--- config.mk ---
export PLATFORM = sky130hd
export DESIGN_NAME = pgb_queue
export DESIGN_NICKNAME = d
export VERILOG_FILES = /design/src/pgb_pkg.sv /design/src/pgb_queue.sv
export SDC_FILE = /design/constraint.sdc
export NUM_CORES = 1
export LEC_CHECK = 0
export BUFFER_PORTS_ARGS = -buffer_cell sky130_fd_sc_hd__buf_2
export CAP_MARGIN = 20
export CORE_MARGIN = 4
export CORE_UTILIZATION = 52
export DETAILED_ROUTE_END_ITERATION = 16
export GPL_TIMING_DRIVEN = 1
export PLACE_DENSITY = 0.83
export SLEW_MARGIN = 20
export SYNTH_ARGS = -nofsm -noshare
export SYNTH_HDL_FRONTEND = slang
export SYNTH_SLANG_ARGS = --single-unit
--- constraint.sdc ---
create_clock -name clk_i -period 5.9 [get_ports clk_i]
set_clock_uncertainty 0.2 [all_clocks]
set_input_delay 1.475 -clock clk_i [delete_from_list [all_inputs] [get_ports clk_i]]
set_output_delay 1.475 -clock clk_i [all_outputs]
set_load 0.005 [all_outputs]
--- src/pgb_pkg.sv ---
// ----------------------------------------------------------------------------
// Point grid binning package
// Shared types and constants of the point grid binning core.
// ----------------------------------------------------------------------------
package pgb_pkg;

  localparam int unsigned IdW    = 20;
  localparam int unsigned LatW   = 31;
  localparam int unsigned LonW   = 32;
  localparam int unsigned EdgeW  = 32;
  localparam int unsigned DimW   = 7;
  localparam int unsigned RowOutW = 6;
  localparam int unsigned IdxOutW = 12;
  localparam int unsigned CntOutW = 16;
  localparam int unsigned DiffW  = 33;
  localparam int unsigned CfgAddrW = 3;
  localparam int unsigned CfgDataW = 32;

  localparam logic [CfgAddrW-1:0] CfgOriginLat = 3'd0;
  localparam logic [CfgAddrW-1:0] CfgOriginLon = 3'd1;
  localparam logic [CfgAddrW-1:0] CfgCellEdge  = 3'd2;
  localparam logic [CfgAddrW-1:0] CfgGridRows  = 3'd3;
  localparam logic [CfgAddrW-1:0] CfgGridCols  = 3'd4;

  // Phases of the work on one item in the back part.
  typedef enum logic [2:0] {
    PhIdle, PhDiv, PhIndex, PhRead, PhUpd, PhOut, PhClear
  } ph_e;

  // Item handed from the front part to the back part.
  typedef struct packed {
    logic [IdW-1:0]   id;
    logic [DiffW-1:0] dlat;
    logic [DiffW-1:0] dlon;
    logic             below;
  } pgb_item_t;

endpackage

--- src/pgb_queue.sv ---
// ----------------------------------------------------------------------------
// Point grid binning queue
// Two-entry queue that decouples the front part from the back part.
// ----------------------------------------------------------------------------
module pgb_queue (
  input  logic               clk_i,
  input  logic               rst_ni,
  input  logic               wr_valid_i,
  output logic               wr_stall_o,
  input  pgb_pkg::pgb_item_t wr_item_i,
  output logic               rd_valid_o,
  input  logic               rd_stall_i,
  output pgb_pkg::pgb_item_t rd_item_o
);
  import pgb_pkg::*;

  pgb_item_t  mem_q [2];
  logic       wp_q, wp_d, rp_q, rp_d;
  logic [1:0] cnt_q, cnt_d;
  logic       wr, rd;

  assign wr_stall_o = cnt_q == 2'd2;
  assign rd_valid_o = cnt_q != 2'd0;
  assign rd_item_o  = mem_q[rp_q];
  assign wr = wr_valid_i && !wr_stall_o;
  assign rd = rd_valid_o && !rd_stall_i;

  always_comb begin
    wp_d  = wr ? !wp_q : wp_q;
    rp_d  = rd ? !rp_q : rp_q;
    cnt_d = cnt_q + 2'(wr) - 2'(rd);
  end

  always_ff @(posedge clk_i or negedge rst_ni) begin
    if (!rst_ni) begin
      wp_q  <= 1'b0;
      rp_q  <= 1'b0;
      cnt_q <= 2'd0;
    end else begin
      wp_q  <= wp_d;
      rp_q  <= rp_d;
      cnt_q <= cnt_d;
    end
  end

  always_ff @(posedge clk_i) begin
    if (wr) begin
      mem_q[wp_q] <= wr_item_i;
    end
  end

endmodule

==> qor.yml, run 1 <==
synth:
  netlist_area_sq_um: 6560
  synth-seq-cells: 178
  syn_avg_cell_area_sq_um: 22.7
  synth_fp_nets: 382
  yosysTopAreaCell: "edfxtp_1"
  synth_top_area_share_pct: 79.7
  synth.distinct_cells: 16
  synth.area.top_cells: "edfxtp_1, mux2_2, mux2_4"
  syn_inst: 289
  yosysWarnings: 0
  seq_area_frac_synth_pct: 81.2
cts:
  ctsHtreeMaxLevel: 4
  postCtsResizedCells: 0
  insertion_delay_ns: 0.41
  cts.path.max_buffers: 2
  cts_hold_buf: 0
  cts.sinks: 178
  cts_buffers: 17
  clk_root_buffer_cell: "clkbuf_16"
  post_cts.repair.setup_buffers: 0
  cts_tree: "yes"
  clk_pin_slew_ns: 0.06
worst_setup_path:
  cp-start-kind: "flip-flop"
  worst_ep_required_time_ns: 4.22
  crit_type: "flip-flop to primary output"
  end_kind: "primary output"
  cp_max_fo: 65
  cp.arrival_ns: 2.43
power:
  sw_frac_of_total_pct: 26.1
  p_total_mw: 4.00
  powerDensity_nw_per_um2: 486
  power.switching_mw: 1.04
  vdd_drop_max_uv: 281
  p_comb_share_pct: 25.5
  internal_power_mw: 2.96
  cellLeakagePower_nw: 3.15
  p_clk_share_pct: 27.2
  seqPwrFrac_pct: 47.2
global_route:
  grt_pass1_vias: 3591
  grt_pass1_wl_um: 18100
  grt_max_degree: 66
  gr-total-overflow: 0
  track_usage_pct: 16.7
  grt_antenna_before_repair: 0
detailed_routing:
  drt_first_iter_violations: 189
  avgRoutedWirePerCell_um: 17.4
  dr.pass1.iters: 4
  via_per_inst: 4.92
  final_antenna_net_count: 0
  drcViolationCount: 0
  vias: 3259
  wl_um: 11600
placed_design:
  hpwl_um: 7820
  gp_congestion: 0.749
  port_buffers: 179
floorplanning:
  die_x_um: 120
  start_util_pct: 53.9
  dieHeight_um: 120
  row_count: 40
  core-area_sq_um: 12200
  dieArea_sq_um: 14500
  pin_count: 180
timing:
  rsz0062_at_grt: "false"
  finalCriticalPeriod_ns: 4.11
  setup_violations: 0
  tightest_slew_ns: 0.943
  fmax_mhz: 244
  finalSetupTns_ns: 0
  hold_ws_ns: 0.345
  hold_violations: 0
  period_share_pct: 69.6
  slew_violations: 0
  relSlewSlack_pct: 37.1
job:
  cap_violations: 0
finish:
  nets: 574
  drive_above_1_share_pct: 60.7
  fillerInstances: 802
  syn_to_final_growth_pct: 25.6
worst_hold_path:
  hold_path_class: "flip-flop to flip-flop"
status:
  status: "complete, no violations"
==> synth_stat cells <==
library cell	n
buf_6	4
ha_1	2
buf_2	6
nor2b_1	1
nand2b_1	1
or2_2	1
mux2_2	67
mux2_4	20
xnor2_1	3
dfrtp_1	4
nor2_1	1
and3_1	1
inv_1	2
edfxtp_1	174
xor2_1	1
nand2_1	1
==> cell type report <==
type                    count  area (sq um)  share of cell area, %
clock buffers              20           437                   5.30
flip-flops and latches    178          5330                   64.7
multi-input cells          99          1160                   14.1
clock inverters            12           140                   1.70
well taps                 168           210                   2.55
repair buffers            183           946                   11.5
inverters                   2          7.51                 0.0912
diodes                      1          2.50                 0.0304
==> power by group through the flow <==
| stage | registers [mW] | logic [mW] | clock network, mW |
|---|---|---|---|
| CTS | 1.90 | 1.05 | 1.11 |
| detailed placement | 1.93 | 1.04 | 0 |
| global route | 1.93 | 1.12 | 1.17 |
| floorplan | 1.82 | 0.712 | 0 |
| global placement | 1.91 | 1.00 | 0 |
| finish | 1.89 | 1.02 | 1.09 |
==> path summary, 6_finish.rpt <==
| path | startpoint | to | slack (ns) | depth (start not counted) |
|---|---|---|---|---|
| setup / recovery | rp_q | rd_item_o[48] | 1.79 | 3 |
| hold / removal | cnt_q[0] | cnt_q[0] | 0.34 | 1 |
| setup reg to reg | cnt_q[1] | cnt_q[1] | 3.85 | 7 |
| hold reg to reg | cnt_q[0] | cnt_q[0] | 0.34 | 1 |
| max in group asynchronous | rst_ni | rp_q | 4.71 | 1 |
| min in group asynchronous | rst_ni | rp_q | 0.65 | 1 |
==> metal layers <==
layer  vias up  GRT usage (%)  wire length (um)
met3        20           6.78               996
met2       128           28.4              5890
met4         0           7.29               242
li1       1527              -                 -
met5         -              0                 0
met1      1584           18.6              4430
==> stage by stage <==
step / cells / instance area (sq um) / util (%) / worst slack, ns
global placement: 629 / 7620 / 62.7 / 2.20
detailed placement: 630 / 7650 / 62.9 / 2.16
global route: 662 / 8230 / 67.7 / 1.62
finish: 663 / 8230 / 67.7 / 1.79
floorplan: 289 / 6560 / - / 1.43
CTS: 662 / 8230 / 67.7 / 1.69
==> state kept, by name, summed over array words and instances, names as in the netlist <==
name   count
rp_q       1
wp_q       1
cnt_q      2
mem_q    174
==> logic make-up (layout without fill, tap and decap cells) <==
group	count (synthesis)	after routing	synth area share (%)
xor+xnor	4	4	0.535
fa+ha+maj	2	2	0.382
buf+inv	12	217	1.26
flops	178	178	81.2
mux	87	87	16.1
other cells	0	1	0
simple gates	6	6	0.496
==> critical path, cell delays in order, from the launching register on <==
cell     delay (ns)
dfrtp_4        1.02
buf_4          0.47
mux2_2         0.38
buf_2          0.13
==> cells in the final DEF (no fill, tap or decap), types with 2 or more instances in the layout <==
cell,count
buf_2,179
buf_4,3
bufinv_16,3
clkbuf_1,3
clkbuf_16,17
clkinv_1,3
clkinv_2,3
clkinvlp_4,2
dfrtp_1,3
edfxtp_1,174
ha_1,2
inv_1,2
mux2_2,67
mux2_4,20
xnor2_1,3
Note: power is estimated with default switching activity, not from simulation.
==> run 2: changes to the inputs <==
- CORE_UTILIZATION: 52 -> 47
- PLACE_DENSITY: 0.83 -> 0.8
- clock period: 5.9 -> 3.5 ns (I/O delays scaled with it)
==> qor.yml, run 2 (same netlist as run 1, synthesis figures left out) <==
cts:
  clk_pin_slew_ns: 0.06  # about the same
  post_cts.repair.setup_buffers: 0  # unchanged
  ctsHtreeMaxLevel: 4  # unchanged
  insertion_delay_ns: 0.41  # about the same
  postCtsResizedCells: 0  # unchanged
  clk_root_buffer_cell: "clkbuf_16"
  cts.sinks: 178  # unchanged
  cts_buffers: 17  # unchanged
  cts.path.max_buffers: 2  # unchanged
  cts_hold_buf: 0  # unchanged
  cts_tree: "yes"
power:
  sw_frac_of_total_pct: 26.7  # +0.65 points
  seqPwrFrac_pct: 46.5  # -0.7 points
  cellLeakagePower_nw: 3.15  # -0.21%
  internal_power_mw: 4.86  # +64%
  powerDensity_nw_per_um2: 806  # +66%
  p_comb_share_pct: 27.6  # +2.1 points
  vdd_drop_max_uv: 427  # +52%
  p_clk_share_pct: 25.9  # -1.3 points
  power.switching_mw: 1.77  # +70%
timing:
  tightest_slew_ns: 0.806  # -0.137 ns
  fin_ws_ns: 0.460  # -1.33 ns
  slew_violations: 0  # unchanged
  fmax_mhz: 329
  setup_violations: 0  # unchanged
  rsz0062_at_grt: "false"
  finalCriticalPeriod_ns: 3.04
  relSlewSlack_pct: 46.3  # +9.1 points
  period_share_pct: 86.9
  hold_violations: 0  # unchanged
  finalSetupTns_ns: 0  # unchanged
worst_setup_path:
  cp_max_fo: 24  # -63%
  end_kind: "primary output"
  worst_ep_required_time_ns: 2.42  # -1.80 ns
  worstReg2RegStart: "cnt_q[1]"
  cp-start-kind: "flip-flop"
  startpoint: "rp_q"
  cp.arrival_ns: 1.97  # -0.46 ns
  crit_type: "flip-flop to primary output"
finish:
  final_common_cell: "buf_2"
  largest_reg_flops: 174  # unchanged
  syn_to_final_growth_pct: 25.5  # about the same
  largest_register: "mem_q"
  drive_above_1_share_pct: 61.3  # +0.56 points
  multi_input_area_sq_um: 1160  # unchanged
  fillerInstances: 1007  # +26%
  antenna_cells: 0  # -1
  nets: 576  # +0.35%
  largestRegisters: "mem_q: 174 flops, cnt_q: 2 flops"
  final_cell_mix: "buf_2, edfxtp_1, mux2_2"
  regArea_sq_um: 5330  # unchanged
detailed_routing:
  via_per_inst: 4.92  # about the same
  vias: 3306  # +1.4%
  avgRoutedWirePerCell_um: 17.4  # -0.25%
  drcViolationCount: 0  # unchanged
  dr.pass1.iters: 4  # unchanged
  final_antenna_net_count: 0  # unchanged
  drt_first_iter_violations: 165  # -13%
  wl_um: 11700  # +1.1%
placed_design:
  gp_congestion: 0.719  # -4.1%
  port_buffers: 179  # unchanged
  hpwl_um: 7960  # +1.8%
  place_ws_ns: 0.902  # -1.26 ns
floorplanning:
  row_count: 42  # +5.0%
  pin_count: 180  # unchanged
  dieHeight_um: 126  # +4.8%
  core-area_sq_um: 13500  # +11%
  die_x_um: 126  # +4.8%
  dieArea_sq_um: 15900  # +9.9%
  start_util_pct: 48.7  # -5.2 points
global_route:
  grt_pass1_vias: 3603  # +0.33%
  grt_antenna_before_repair: 0  # unchanged
  grt_pass1_wl_um: 18200  # +0.49%
  grt_max_degree: 60  # -9.1%
  track_usage_pct: 14.9  # -1.8 points
  gr-total-overflow: 0  # unchanged
worst_hold_path:
  hold_path_class: "input pin to async pin"
job:
  cap_violations: 0  # unchanged
status:
  status: "complete, no violations"
## run 2: cell count changes in the layout (fill, tap and decap cells not counted), sizes merged
cell	previous run	this run
clkinvlp	2	3
diode	1	0
bufinv	3	1
clkinv	7	10
clkbuf	20	18
buf	183	185
## run 2: worst paths after layout
| check | to | slack (ns) | cells past startpoint |
|---|---|---|---|
| max | rd_item_o[19] | 0.46 | 3 |
| min | rp_q | 0.05 | 1 |
| max reg2reg | mem_q[0][58] | 1.46 | 4 |
| min reg2reg | cnt_q[0] | 0.33 | 1 |
| max in group asynchronous | rp_q | 2.91 | 1 |
| min in group clk_i | cnt_q[0] | 0.33 | 1 |
## run 2: area by class of cell
cell class                      count  share of cell area [%]
Clock inverter                     14                    1.43
Timing Repair Buffer              185                    11.7
Inverter                            2                  0.0912
Multi-Input combinational cell     99                    14.1
Clock buffer                       18                    5.22
Sequential cell                   178                    64.8
Tap cell                          176                    2.68
## run 2: critical path, stage by stage, from the launching register on
cell,delay (ns)
dfrtp_4,0.63
buf_4,0.39
mux2_2,0.39
buf_2,0.13
## run 2: metal layers
metal  vias up  GRT usage [%]  wire length [um]
li1       1533              -                 -
met2       119           26.5              6260
met1      1645           16.6              4490
met3         9           6.01               820
met4         0           4.16               114
met5         -              0                 0
## run 2: power by group through the flow
stage               registers (mW)  clock network (mW)  logic, mW
global placement              3.11                   0       1.82
CTS                           3.09                1.76       1.88
global route                  3.13                1.87       1.99
floorplan                     3.05                   0       1.20
detailed placement            3.14                   0       1.87
finish                        3.09                1.72       1.83
## run 2: per-stage QoR
| stage | area, sq um | hold slack (ns) | utilization (%) | std cells | total power [mW] |
|---|---|---|---|---|---|
| 6_report | 8230 | 0.0521 | 61.2 | 672 | 6.63 |
| 5_1_grt | 8230 | 0.0333 | 61.2 | 672 | 6.99 |
| 4_1_cts | 8230 | 0.0366 | 61.2 | 672 | 6.73 |
| 3_5_place_dp | 7680 | 0.311 | 57.1 | 640 | 5.00 |
| 3_3_place_gp | 7680 | 0.292 | 57.1 | 640 | 4.93 |
| 2_1_floorplan | 6560 | 0.283 | - | 289 | 4.25 |
