===== config.mk =====
export PLATFORM = sky130hd
export DESIGN_NAME = pgb_front
export DESIGN_NICKNAME = d
export VERILOG_FILES = /design/src/pgb_pkg.sv /design/src/pgb_front.sv
export SDC_FILE = /design/constraint.sdc
export NUM_CORES = 1
export LEC_CHECK = 0
export ABC_AREA = 1
export BUFFER_PORTS_ARGS = -buffer_cell sky130_fd_sc_hd__buf_2
export CAP_MARGIN = 10
export CORE_UTILIZATION = 44
export DETAILED_ROUTE_END_ITERATION = 12
export GPL_ROUTABILITY_DRIVEN = 0
export HOLD_SLACK_MARGIN = 0.03
export PLACE_DENSITY = 0.71
export SLEW_MARGIN = 20
export SYNTH_ARGS = -nofsm -noshare
export SYNTH_HDL_FRONTEND = slang
export SYNTH_SLANG_ARGS = --single-unit
export TNS_END_PERCENT = 20

===== constraint.sdc =====
create_clock -name clk_i -period 4.98 [get_ports clk_i]
set_input_delay 0.249 -clock clk_i [delete_from_list [all_inputs] [get_ports clk_i]]
set_output_delay 0.249 -clock clk_i [all_outputs]
set_load 0.1 [all_outputs]

===== src/pgb_pkg.sv =====
// ----------------------------------------------------------------------------
// Point grid binning package
// Shared types and constants of the point grid binning core.
// ----------------------------------------------------------------------------
package pgb_pkg;

  localparam int unsigned IdW    = 20;
  localparam int unsigned LatW   = 31;
  localparam int unsigned LonW   = 32;
  localparam int unsigned EdgeW  = 32;
  localparam int unsigned DimW   = 7;
  localparam int unsigned RowOutW = 6;
  localparam int unsigned IdxOutW = 12;
  localparam int unsigned CntOutW = 16;
  localparam int unsigned DiffW  = 33;
  localparam int unsigned CfgAddrW = 3;
  localparam int unsigned CfgDataW = 32;

  localparam logic [CfgAddrW-1:0] CfgOriginLat = 3'd0;
  localparam logic [CfgAddrW-1:0] CfgOriginLon = 3'd1;
  localparam logic [CfgAddrW-1:0] CfgCellEdge  = 3'd2;
  localparam logic [CfgAddrW-1:0] CfgGridRows  = 3'd3;
  localparam logic [CfgAddrW-1:0] CfgGridCols  = 3'd4;

  // Phases of the work on one item in the back part.
  typedef enum logic [2:0] {
    PhIdle, PhDiv, PhIndex, PhRead, PhUpd, PhOut, PhClear
  } ph_e;

  // Item handed from the front part to the back part.
  typedef struct packed {
    logic [IdW-1:0]   id;
    logic [DiffW-1:0] dlat;
    logic [DiffW-1:0] dlon;
    logic             below;
  } pgb_item_t;

endpackage


===== src/pgb_front.sv =====
// ----------------------------------------------------------------------------
// Point grid binning front part
// Accepts points, forms the axis differences and flags points below the origin
// on either axis, then writes them into the queue.
// ----------------------------------------------------------------------------
module pgb_front (
  input  logic                      clk_i,
  input  logic                      rst_ni,
  input  logic                      in_valid,
  output logic                      in_stall,
  input  logic [pgb_pkg::IdW-1:0]   point_id_i,
  input  logic [pgb_pkg::LatW-1:0]  latitude_i,
  input  logic [pgb_pkg::LonW-1:0]  longitude_i,
  input  logic [pgb_pkg::LatW-1:0]  origin_lat_i,
  input  logic [pgb_pkg::LonW-1:0]  origin_lon_i,
  output logic                      q_valid_o,
  input  logic                      q_stall_i,
  output pgb_pkg::pgb_item_t        q_item_o
);
  import pgb_pkg::*;

  logic      full_q, full_d;
  pgb_item_t item_q, item_d;
  logic signed [DiffW-1:0] dlat, dlon;

  assign dlat = DiffW'($signed(latitude_i)) - DiffW'($signed(origin_lat_i));
  assign dlon = DiffW'($signed(longitude_i)) - DiffW'($signed(origin_lon_i));

  assign in_stall  = full_q && q_stall_i;
  assign q_valid_o = full_q;
  assign q_item_o  = item_q;

  always_comb begin
    full_d = full_q;
    item_d = item_q;
    if (full_q && !q_stall_i) begin
      full_d = 1'b0;
    end
    if (in_valid && !in_stall) begin
      full_d       = 1'b1;
      item_d.id    = point_id_i;
      item_d.dlat  = dlat;
      item_d.dlon  = dlon;
      item_d.below = dlat[DiffW-1] || dlon[DiffW-1];
    end
  end

  always_ff @(posedge clk_i or negedge rst_ni) begin
    if (!rst_ni) begin
      full_q <= 1'b0;
    end else begin
      full_q <= full_d;
    end
  end

  always_ff @(posedge clk_i) begin
    item_q <= item_d;
  end

endmodule


==> metrics, run 1 <==
H-tree depth 3; RR Endpoint q_item_o[6]; Cell Area, Placed 8590 sq um; filler cell count 1541; Synth Register Bits 87; Switching Fraction 0.435; DP Wirelength 15000 um; Slew Viols, Final 0; synthesis warning total 0; Worst Path Max Fanout 42; routed via count 6869; Worst path top cell family by delay buffers and inverters; Worst Tran Pin Value 0.653 ns; headroom to the max-slew limit 0.564; Comb power frac 0.419; share of layout cells above drive strength 1 0.224; wire length per cell 12.2 um; CTS tree built; Switch Pwr 1.21 mW; final hold viol count 0; Power Total 2.78 mW; status completed; vias in the first global route 6379; Worst Hold Launch point_id_i[14]; Fmax 498 MHz; r2r setup slk 2.97 ns; Hold Path Class in -> reg; setup TNS 0 ns; Avg Inst Size Synth 7.16 sq um; DRC viols 0; cts hold-fix bufs 1; WP data arrival 2.00 ns; CP Buf/Inv Count 2; Num CTS Buffers 9; final instance area 8900 sq um; max-cap violation count 0; CTS Root Cell clkbuf_16; core area 15800 sq um; syn_nets 1209; Netlist cell types 27; fin nets 1460; VDD IR-drop max 0.156 mV; reg-to-reg startpoint q_valid_o; initial core utilization 0.449; Setup Skew 0.00712 ns; cell row count 46; DRT Wirelength 17900 um; postcts setup bufs 0; Seq pwr share 0.332; clk_lat worst skew 0.35 ns; Cell Chain, Critical Path nand2_1 -> inv_1 -> nor2_4 -> buf_4; clk sink count 87; period utilization 0.403; largest net degree at the start of global routing 43; r2r worst-path depth 4; top cells by area, synth edfxtp_1 36%, nand2_1 17%, inv_1 11%; first-pass GRT wire length 28700 um; Final Util 0.562; Clock Path Buffers 2; fin crit period 2.01 ns; post-route antenna net violation count 0; GR Util All Layers 0.220; register area share after synthesis 0.367; Worst path max stage delay 0.59 ns; cell count after synthesis 994; most frequent cells in the layout 322 x nand2_1, 238 x buf_2, 216 x inv_1; Hold Crit Depth 1; CTS clk-pin slew, worst paths 0.07 ns; LEAKAGE 5.00 nW; PostCTS Resize Cnt 0; top cell type by total area after synthesis edfxtp_1; DR vias/cell 4.69; antenna diode count 0; Clk pwr share 0.249; Die Ht 129 um; die width 129 um; Multi-input gate area 3690 sq um; # setup viols final 0; Req. time, crit path 4.97 ns; Worst Hold Path EP q_item_o[81]; Cell Pwr Density 313 nW/um^2; drt pass-1 iters 5; 1st-iter DRT viols 431; synth-to-layout area growth 25.1%; initial antenna violation count 0; Pint 1.57 mW; global route overflow 0; Die Area 16700 sq um; Post-Synthesis Cell Area 7110 sq um; I/O Pins 239; crit end category flip-flop; worst hold slack 0.0694 ns; top cell type's share of synthesized area 0.363; Critical Path Source Type flip-flop; Critical-path top delay cell buf_4; number of port buffers 238; WS Path Type reg -> reg; Storage cell area 2610 sq um; most common cell after layout, fill and taps aside nand2_1; RSZ-0062 raised after global routing no
layer usage:
metal,part of all wire,GRT usage
met5,0,0
met3,0.053,0.0310
met4,0.020,0.0803
met2,0.50,0.403
met1,0.43,0.261
cell type report:
cell class / count / area share
clock buffer: 10 / 0.0257
clock inverter: 6 / 0.00773
timing repair buffer: 241 / 0.137
multi-input combinational: 688 / 0.414
inverter: 218 / 0.0920
sequential: 87 / 0.293
tap: 216 / 0.0304
cell usage after synthesis:
master    instances
xnor2_1           5
inv_2             2
ha_1             63
o21a_1            1
fa_1              2
nand2_1         322
nor3_1           10
o211ai_1          1
nand4_1           1
inv_1           216
nand2_2          12
buf_4             1
o21ai_0          24
nand3b_1          1
nor2_2            1
nand3_1          41
o21ai_2           1
o21bai_1         11
a21o_1            6
nor3_2            4
dfrtp_1           1
o21bai_4          2
a21oi_1          67
nor2_1           84
xor2_1           27
or2_2             2
edfxtp_1         86
worst max path at each step:
stage / cells after the start / endpoint / from
2_1_floorplan: 3 / q_item_o[0] / q_valid_o
3_3_place_gp: 14 / q_item_o[64] / latitude_i[0]
3_5_place_dp: 14 / q_item_o[64] / latitude_i[0]
4_1_cts: 4 / q_item_o[47] / q_valid_o
5_1_grt: 4 / q_item_o[47] / q_valid_o
6_report: 4 / q_item_o[6] / q_valid_o
state kept, by name, indices dropped and copies added (netlist names):
name       count
q_item_o      86
q_valid_o      1
power by group through the flow:
stage | Combinational (mW) | Sequential (mW) | Clock, mW
after detailed placement | 1.17 | 0.941 | 0
after global routing | 1.26 | 0.931 | 0.732
after global placement | 1.16 | 0.942 | 0
final | 1.17 | 0.925 | 0.692
after floorplan | 0.441 | 1.42 | 0
after CTS | 1.17 | 0.926 | 0.713
worst register-to-register path: stages, from the launching register on:
cell and delay, ns:
dfrtp_1 0.37, nand2_1 0.08, inv_1 0.07, nor2_4 0.51, buf_4 0.60
cell families (layout without fill, tap and decap cells):
group	after synthesis	count (layout)	share of synthesized area
compound gates	113	113	0.0906
xor+xnor	32	32	0.0394
fa+ha+maj	65	65	0.116
buf+inv	219	475	0.116
flops	87	87	0.367
simple gates	478	478	0.271
metrics by stage:
| step | std cells | setup slack [ns] |
|---|---|---|
| after floorplan | 994 | 0.812 |
| after global placement | 1449 | 2.86 |
| after detailed placement | 1449 | 2.83 |
| after CTS | 1466 | 2.94 |
| after global routing | 1466 | 2.83 |
| final | 1466 | 2.97 |
Power figures use the tool's default switching activity.
==> run 2, diff against run 1 <==
==> constraint.sdc (replaced) <==
create_clock -name clk_i -period 2 [get_ports clk_i]
set_input_delay 0.1 -clock clk_i [delete_from_list [all_inputs] [get_ports clk_i]]
set_output_delay 0.1 -clock clk_i [all_outputs]
set_load 0.1 [all_outputs]
==> run 2 against run 1 <==
Net effect: die area stayed put; clock power grew to 2.6 times the previous value; worst setup slack worse by 2.6 ns; sequential share of layout area is 0.87 points lower; clock skew is 0.0029 ns lower; highest routed layer unchanged; power grew to 2.5 times the previous value; final cell count is 1.6% higher; critical path depth is 10 higher; flip-flop and latch count stayed put.
==> metrics, run 2 (synthesis results as in run 1) <==
initial antenna violation count 0 (unchanged); number of port buffers 238 (unchanged); post-place setup slack -0.00127 ns (was 2.83 ns); first-pass GRT wire length 29100 um (was 28700 um); most frequent cells in the layout 321 x nand2_1, 238 x buf_2, 215 x inv_1 (was 322 x nand2_1, 238 x buf_2, 216 x inv_1); Seq pwr share 0.324 (was 0.332); drt pass-1 iters 6 (was 5); Clock Path Buffers 2 (unchanged); Hold Path Class in -> async (was in -> reg); PostCTS Resize Cnt 0 (unchanged); reg-to-reg startpoint q_valid_o (unchanged); GR Util All Layers 0.224 (was 0.220); setup TNS 0 ns (unchanged); Final Util 0.580 (was 0.562); vias in the first global route 6654 (was 6379); Final WS setup 0.339 ns (was 2.97 ns); Num CTS Buffers 9 (unchanged); period utilization 0.831; WS Path Type in -> reg (was reg -> reg); wire length per cell 12.4 um (was 12.2 um); Die Area 16700 sq um (unchanged); antenna diode count 0 (unchanged); RR Endpoint q_item_o[51] (was q_item_o[6]); max reg flops 86 (unchanged); clk sink count 87 (unchanged); Die Ht 129 um (unchanged); 1st-iter DRT viols 354 (was 431); largest net degree at the start of global routing 45 (was 43); filler cell count 1505 (was 1541); LEAKAGE 5.11 nW (was 5.00 nW); synth-to-layout area growth 29.1% (was 25.1%); max-cap violation count 0 (unchanged); share of layout cells above drive strength 1 0.223 (was 0.224); status completed (unchanged); WP data arrival 1.78 ns (was 2.00 ns); Setup Skew 0.00426 ns (was 0.00712 ns); Comb power frac 0.417 (was 0.419); CTS Root Cell clkbuf_16 (unchanged); Clk pwr share 0.258 (was 0.249); Slew Viols, Final 0 (unchanged); most common cell after layout, fill and taps aside nand2_1 (unchanged); VDD IR-drop max 0.367 mV (was 0.156 mV); DRC viols 0 (unchanged); Fmax 602 MHz; Non-Filler Instances 1489 (was 1466); Worst Tran Pin Value 0.515 ns (was 0.653 ns); RSZ-0062 raised after global routing no (unchanged); postcts setup bufs 0 (unchanged); Switching Fraction 0.427 (was 0.435); final instance area 9180 sq um (was 8900 sq um); Pint 4.07 mW (was 1.57 mW); DR vias/cell 4.72 (was 4.69); DRT Wirelength 18400 um (was 17900 um); routed via count 7024 (was 6869); cts hold-fix bufs 23 (was 1); core area 15800 sq um (unchanged); fin nets 1483 (was 1460); headroom to the max-slew limit 0.659 (was 0.564); Cell Area, Placed 8640 sq um (was 8590 sq um); Cell Pwr Density 773 nW/um^2 (was 313 nW/um^2); clk_lat worst skew 0.35 ns (about the same); r2r setup slk 0.56 ns (was 2.97 ns); dpl cells 1450 (was 1449); Worst Path Max Fanout 3 (was 42); die width 129 um (unchanged); cell row count 46 (unchanged); Storage cell area 2610 sq um (about the same); Switch Pwr 3.03 mW (was 1.21 mW); initial core utilization 0.449 (unchanged); H-tree depth 3 (unchanged); global route overflow 0 (unchanged); post-route antenna net violation count 0 (unchanged); CTS clk-pin slew, worst paths 0.07 ns (about the same); # setup viols final 0 (unchanged); crit end category flip-flop (unchanged); CTS tree built (unchanged); DP Wirelength 15000 um (about the same); I/O Pins 239 (unchanged); Critical Path Source Type primary input (was flip-flop); r2r worst-path depth 4 (unchanged); Multi-input gate area 3690 sq um (about the same); final hold viol count 0 (unchanged); fin crit period 1.66 ns; Req. time, crit path 2.12 ns (was 4.97 ns)
[run 2: cell count changes in the layout (fill, tap and decap cells not counted), moves of 2 or more]
cell,change
clkinvlp_4,+2
dlygate4sd3_1,+22
inv_6,-2
buf_12,+2
[run 2: layer usage]
| layer | global-route usage | vias to the layer above | wire [um] |
|---|---|---|---|
| met1 | 0.261 | 3074 | 7750 |
| met3 | 0.0289 | 39 | 1020 |
| met5 | 0 | - | 0 |
| met2 | 0.404 | 245 | 9050 |
| met4 | 0.113 | 0 | 605 |
| li1 | - | 3666 | - |
[run 2: power groups by stage]
stage	clock, mW	combinational (mW)	sequential, mW
after floorplan	0	1.10	3.54
after global placement	0	2.90	2.34
after detailed placement	0	2.92	2.34
after CTS	1.88	2.96	2.30
after global routing	1.93	3.20	2.32
final	1.83	2.96	2.30
[run 2: worst max-delay path, cell delays in order]
cell and delay (ns):
buf_2 0.07, inv_1 0.03, ha_1 0.20, fa_1 0.40, inv_1 0.07, nand2_1 0.05, nand2_1 0.09, nand2_1 0.11
o21ai_2 0.19, nand2_1 0.08, nand2_1 0.13, nand3_1 0.11, nand3_1 0.09, nand2_1 0.06
[run 2: layout make-up]
class / count / share of cell area
well taps: 216 / 0.0294
clock buffers: 10 / 0.0249
multi-input cells: 688 / 0.402
inverters: 218 / 0.0895
clock inverters: 6 / 0.00927
repair buffers: 264 / 0.160
flip-flops and latches: 87 / 0.284
[run 2: how the worst max path moves through the flow]
stage | start | to | slack (ns) | cells past startpoint
3_3_place_gp | longitude_i[0] | q_item_o[31] | 0.04 | 14
4_1_cts | longitude_i[0] | q_item_o[19] | 0.37 | 14
6_report | longitude_i[0] | q_item_o[19] | 0.34 | 14
3_5_place_dp | longitude_i[0] | q_item_o[19] | -0.001 | 14
5_1_grt | longitude_i[0] | q_item_o[19] | 0.15 | 14
2_1_floorplan | q_valid_o | q_item_o[0] | -1.05 | 3
[run 2: through the flow]
step                hold slack, ns  power, mW
CTS                         0.0355       7.14
floorplan                   -0.196       4.64
detailed placement          -0.124       5.26
global route                0.0628       7.44
global placement            -0.122       5.24
finish                      0.0645       7.10
==> run 3, diff against run 2 <==
--- a/config.mk
+++ b/config.mk
@@ -5,14 +5,14 @@
 export SDC_FILE = /design/constraint.sdc
 export NUM_CORES = 1
 export LEC_CHECK = 0
-export ABC_AREA = 1
+export ABC_AREA = 0
 export BUFFER_PORTS_ARGS = -buffer_cell sky130_fd_sc_hd__buf_2
 export CAP_MARGIN = 10
 export CORE_UTILIZATION = 44
 export DETAILED_ROUTE_END_ITERATION = 12
 export GPL_ROUTABILITY_DRIVEN = 0
 export HOLD_SLACK_MARGIN = 0.03
-export PLACE_DENSITY = 0.71
+export PLACE_DENSITY = 0.76
 export SLEW_MARGIN = 20
 export SYNTH_ARGS = -nofsm -noshare
 export SYNTH_HDL_FRONTEND = slang
==> constraint.sdc (replaced) <==
create_clock -name clk_i -period 1.45 [get_ports clk_i]
set_input_delay 0.0725 -clock clk_i [delete_from_list [all_inputs] [get_ports clk_i]]
set_output_delay 0.0725 -clock clk_i [all_outputs]
set_load 0.1 [all_outputs]
==> run 3 against run 2 <==
Net effect: the run now ends with setup timing left; clock-buffer cell count is the same; clock power grew 25%; core utilization grew 17 points; power grew 48%; routed wire length grew 6.4%; flip-flop and latch count is the same; die area shrank 13%; combinational power grew 70%; via count shrank 9.1%; global-route usage grew 3.3 points; critical path depth shrank 1; register-to-register slack lost 0.51 ns.
==> metrics, run 3 <==
synth-to-layout area growth 63.6% (was 29.1%); Avg Inst Size Synth 10.2 sq um (was 7.16 sq um); fin crit period 2.13 ns; Comb power frac 0.478 (was 0.417); Setup Skew 0.00835 ns (was 0.00426 ns); leading register cell type out of synthesis edfxtp_1 (unchanged); drt pass-1 iters 5 (was 6); clk_lat worst skew 0.34 ns (was 0.35 ns); RSZ-0062 raised after global routing yes (was no); top cell type by total area after synthesis edfxtp_1 (unchanged); Num CTS Buffers 9 (unchanged); routed via count 6382 (was 7024); vias in the first global route 6228 (was 6654); Die Area 14400 sq um (was 16700 sq um); DR vias/cell 5.16 (was 4.72); Worst Tran Pin Value 0.529 ns (was 0.515 ns); Cell Pwr Density 1050 nW/um^2 (was 773 nW/um^2); Die Ht 120 um (was 129 um); worst hold slack 0.0915 ns (was 0.0645 ns); setup TNS -20.89 ns (was 0 ns); clk sink count 87 (unchanged); Pint 6.22 mW (was 4.07 mW); initial antenna violation count 0 (unchanged); post-place setup slack -1.24 ns (was -0.00127 ns); Slew Viols, Final 0 (unchanged); final hold viol count 0 (unchanged); crit end category flip-flop (unchanged); 1st-iter DRT viols 463 (was 354); max reg flops 86 (unchanged); DP Wirelength 13900 um (was 15000 um); Power Total 10.5 mW (was 7.10 mW); Critical-path top delay cell fa_2 (was fa_1); Clock Path Buffers 2 (unchanged); VDD IR-drop max 0.541 mV (was 0.367 mV); CTS clk-pin slew, worst paths 0.06 ns (was 0.07 ns); Synth Register Bits 87 (unchanged); headroom to the max-slew limit 0.643 (was 0.659); Seq pwr share 0.305 (was 0.324); Hold Crit Depth 3; Req. time, crit path 1.53 ns (was 2.12 ns); wire length per cell 15.9 um (was 12.4 um); failing checks setup timing; register area share after synthesis 0.424 (was 0.367); CTS tree built (unchanged); Hold Path Class in -> reg (was in -> async); Worst Hold Launch q_stall_i; DRT Wirelength 19600 um (was 18400 um); DRC viols 0 (unchanged); Clk pwr share 0.217 (was 0.258); cell row count 42 (was 46); EDFF count, synth 86 (unchanged); top cells by area, synth edfxtp_1 42%, ha_1 13%, xnor2_1 5.1% (was edfxtp_1 36%, nand2_1 17%, inv_1 11%); synthesis warning total 0 (unchanged); Worst Path Max Fanout 2 (was 3); die width 120 um (was 129 um); syn_nets 818 (was 1209); r2r setup slk 0.05 ns (was 0.56 ns); r2r worst-path depth 3 (was 4); CTS Root Cell clkbuf_16 (unchanged); reg-to-reg startpoint q_valid_o (unchanged); max-cap violation count 0 (unchanged); global route overflow 0 (unchanged); Critical Path Source Type primary input (unchanged); Stages on worst setup path 13 (was 14); I/O Pins 239 (unchanged); GR Util All Layers 0.258 (was 0.224); most common cell after layout, fill and taps aside buf_2 (was nand2_1); Worst path max stage delay 0.36 ns (was 0.40 ns); antenna diode count 0 (unchanged); synth cell count leaders 86 x edfxtp_1, 80 x inv_1, 63 x ha_1 (was 322 x nand2_1, 216 x inv_1, 86 x edfxtp_1); fin nets 1270 (was 1483); WS Path Type in -> reg (unchanged); LEAKAGE 4.87 nW (was 5.11 nW); share of layout cells above drive strength 1 0.504 (was 0.223); number of port buffers 238 (unchanged); Switch Pwr 4.30 mW (was 3.03 mW); Post-Synthesis Cell Area 6150 sq um (was 7110 sq um); initial core utilization 0.457 (was 0.449); Final WS setup -0.680 ns (was 0.339 ns); Fmax 469 MHz; count leader, synth edfxtp_1 (was nand2_1); post-route antenna net violation count 0 (unchanged); Switching Fraction 0.409 (was 0.427); largest net degree at the start of global routing 46 (was 45); top cell type's share of synthesized area 0.420 (was 0.363); period utilization 1.47; core area 13500 sq um (was 15800 sq um); Worst path top cell family by delay compound AO/OA/AOI/OAI gates (was simple AND/OR/NAND/NOR gates); cell count after synthesis 603 (was 994); first-pass GRT wire length 29100 um (about the same); Cell Chain, Critical Path buf_8 -> inv_4 -> ha_4 -> fa_2 -> nor2b_2 -> o211ai_1 -> a31o_2 -> o21ai_2 -> buf_4 -> a2111oi_4 -> a211oi_4 -> a21oi_4 -> xnor2_2 (was buf_2 -> inv_1 -> ha_1 -> fa_1 -> inv_1 -> nand2_1 -> nand2_1 -> nand2_1 -> o21ai_2 -> nand2_1 -> nand2_1 -> nand3_1 -> nand3_1 -> nand2_1); H-tree depth 3 (unchanged); WP data arrival 2.21 ns (was 1.78 ns); Netlist cell types 63 (was 27); CP Buf/Inv Count 3 (unchanged); Worst Hold Path EP q_valid_o; status complete, but fails checks (was completed); # setup viols final 54 (was 0); RR Endpoint q_item_o[13] (was q_item_o[51]); ys async rst share 0.0115 (unchanged); most frequent cells in the layout 227 x buf_2, 181 x buf_4, 86 x edfxtp_1 (was 321 x nand2_1, 238 x buf_2, 215 x inv_1)
## run 3: cell types whose count changed after synthesis, moves of 8 or more
cell	delta
a31oi_1	+8
nand2_2	-11
xnor2_1	+31
nor2_1	-53
o21a_1	+8
nand3_1	-31
a21oi_1	-14
a21o_1	+20
inv_1	-136
nand2_1	-282
xor2_1	-8
## run 3: worst max-delay path by stage
stage	startpoint	end	slack, ns
after floorplan	q_valid_o	q_item_o[0]	-1.21
after global placement	latitude_i[0]	q_item_o[64]	-1.16
after detailed placement	latitude_i[0]	q_item_o[58]	-1.24
after CTS	latitude_i[0]	q_item_o[64]	-0.64
after global routing	origin_lat_i[7]	q_item_o[62]	-0.71
final	latitude_i[0]	q_item_o[58]	-0.68
## run 3: final cells by class
class / instances / area, sq um
multi-input cells: 427 / 3660
fillers: 891 / 3400
repair buffers: 450 / 2960
flip-flops and latches: 87 / 2610
inverters: 80 / 310
clock buffers: 10 / 229
well taps: 176 / 220
clock inverters: 6 / 61.3
## run 3: logic make-up (layout without fill, tap and decap cells)
kind of cell               after synthesis  in the layout  share of synthesized area
DFF                                     87             87                      0.424
buffers and inverters                   89            546                     0.0584
and+or+nand+nor                        129            129                      0.102
xor gates and xnor gates                55             55                     0.0784
adders and majority gates               65             65                      0.135
AOI/OAI and AO/OA                      178            178                      0.202
## run 3: worst register-to-register path: stages, from the launching register on
cell and delay, ns:
dfrtp_4 0.47, and2_4 0.15, nor2b_4 0.17, buf_12 0.26
## run 3: timing repair
action	4_1_cts	5_1_grt
endpoints found under the hold margin	22	0
endpoints found under the setup margin	52	53
setup buffers	7	15
hold buffers	23	0
gates resized for setup	67	48
gates cloned	0	0
pin swaps	35	39
## run 3: per-stage QoR
| stage | std cells | util | cell area [sq um] |
|---|---|---|---|
| 6_report | 1236 | 0.747 | 10100 |
| 5_1_grt | 1236 | 0.747 | 10100 |
| 4_1_cts | 1222 | 0.720 | 9690 |
| 3_5_place_dp | 1177 | 0.655 | 8810 |
| 3_3_place_gp | 1177 | 0.655 | 8810 |
| 2_1_floorplan | 603 | - | 6160 |
## run 3: metal layers
metal / GRT usage / vias up / part of all wire
li1: - / 3086 / -
met1: 0.289 / 2991 / 0.39
met2: 0.478 / 264 / 0.53
met3: 0.0481 / 41 / 0.060
met4: 0.0992 / 0 / 0.022
met5: 0 / - / 0
## run 3: power by group through the flow
| stage | logic (mW) | registers [mW] | clock network (mW) |
|---|---|---|---|
| global placement | 4.42 | 3.26 | 0 |
| detailed placement | 4.50 | 3.26 | 0 |
| floorplan | 1.43 | 4.98 | 0 |
| global route | 5.28 | 3.23 | 2.42 |
| CTS | 4.76 | 3.21 | 2.31 |
| finish | 5.02 | 3.21 | 2.28 |
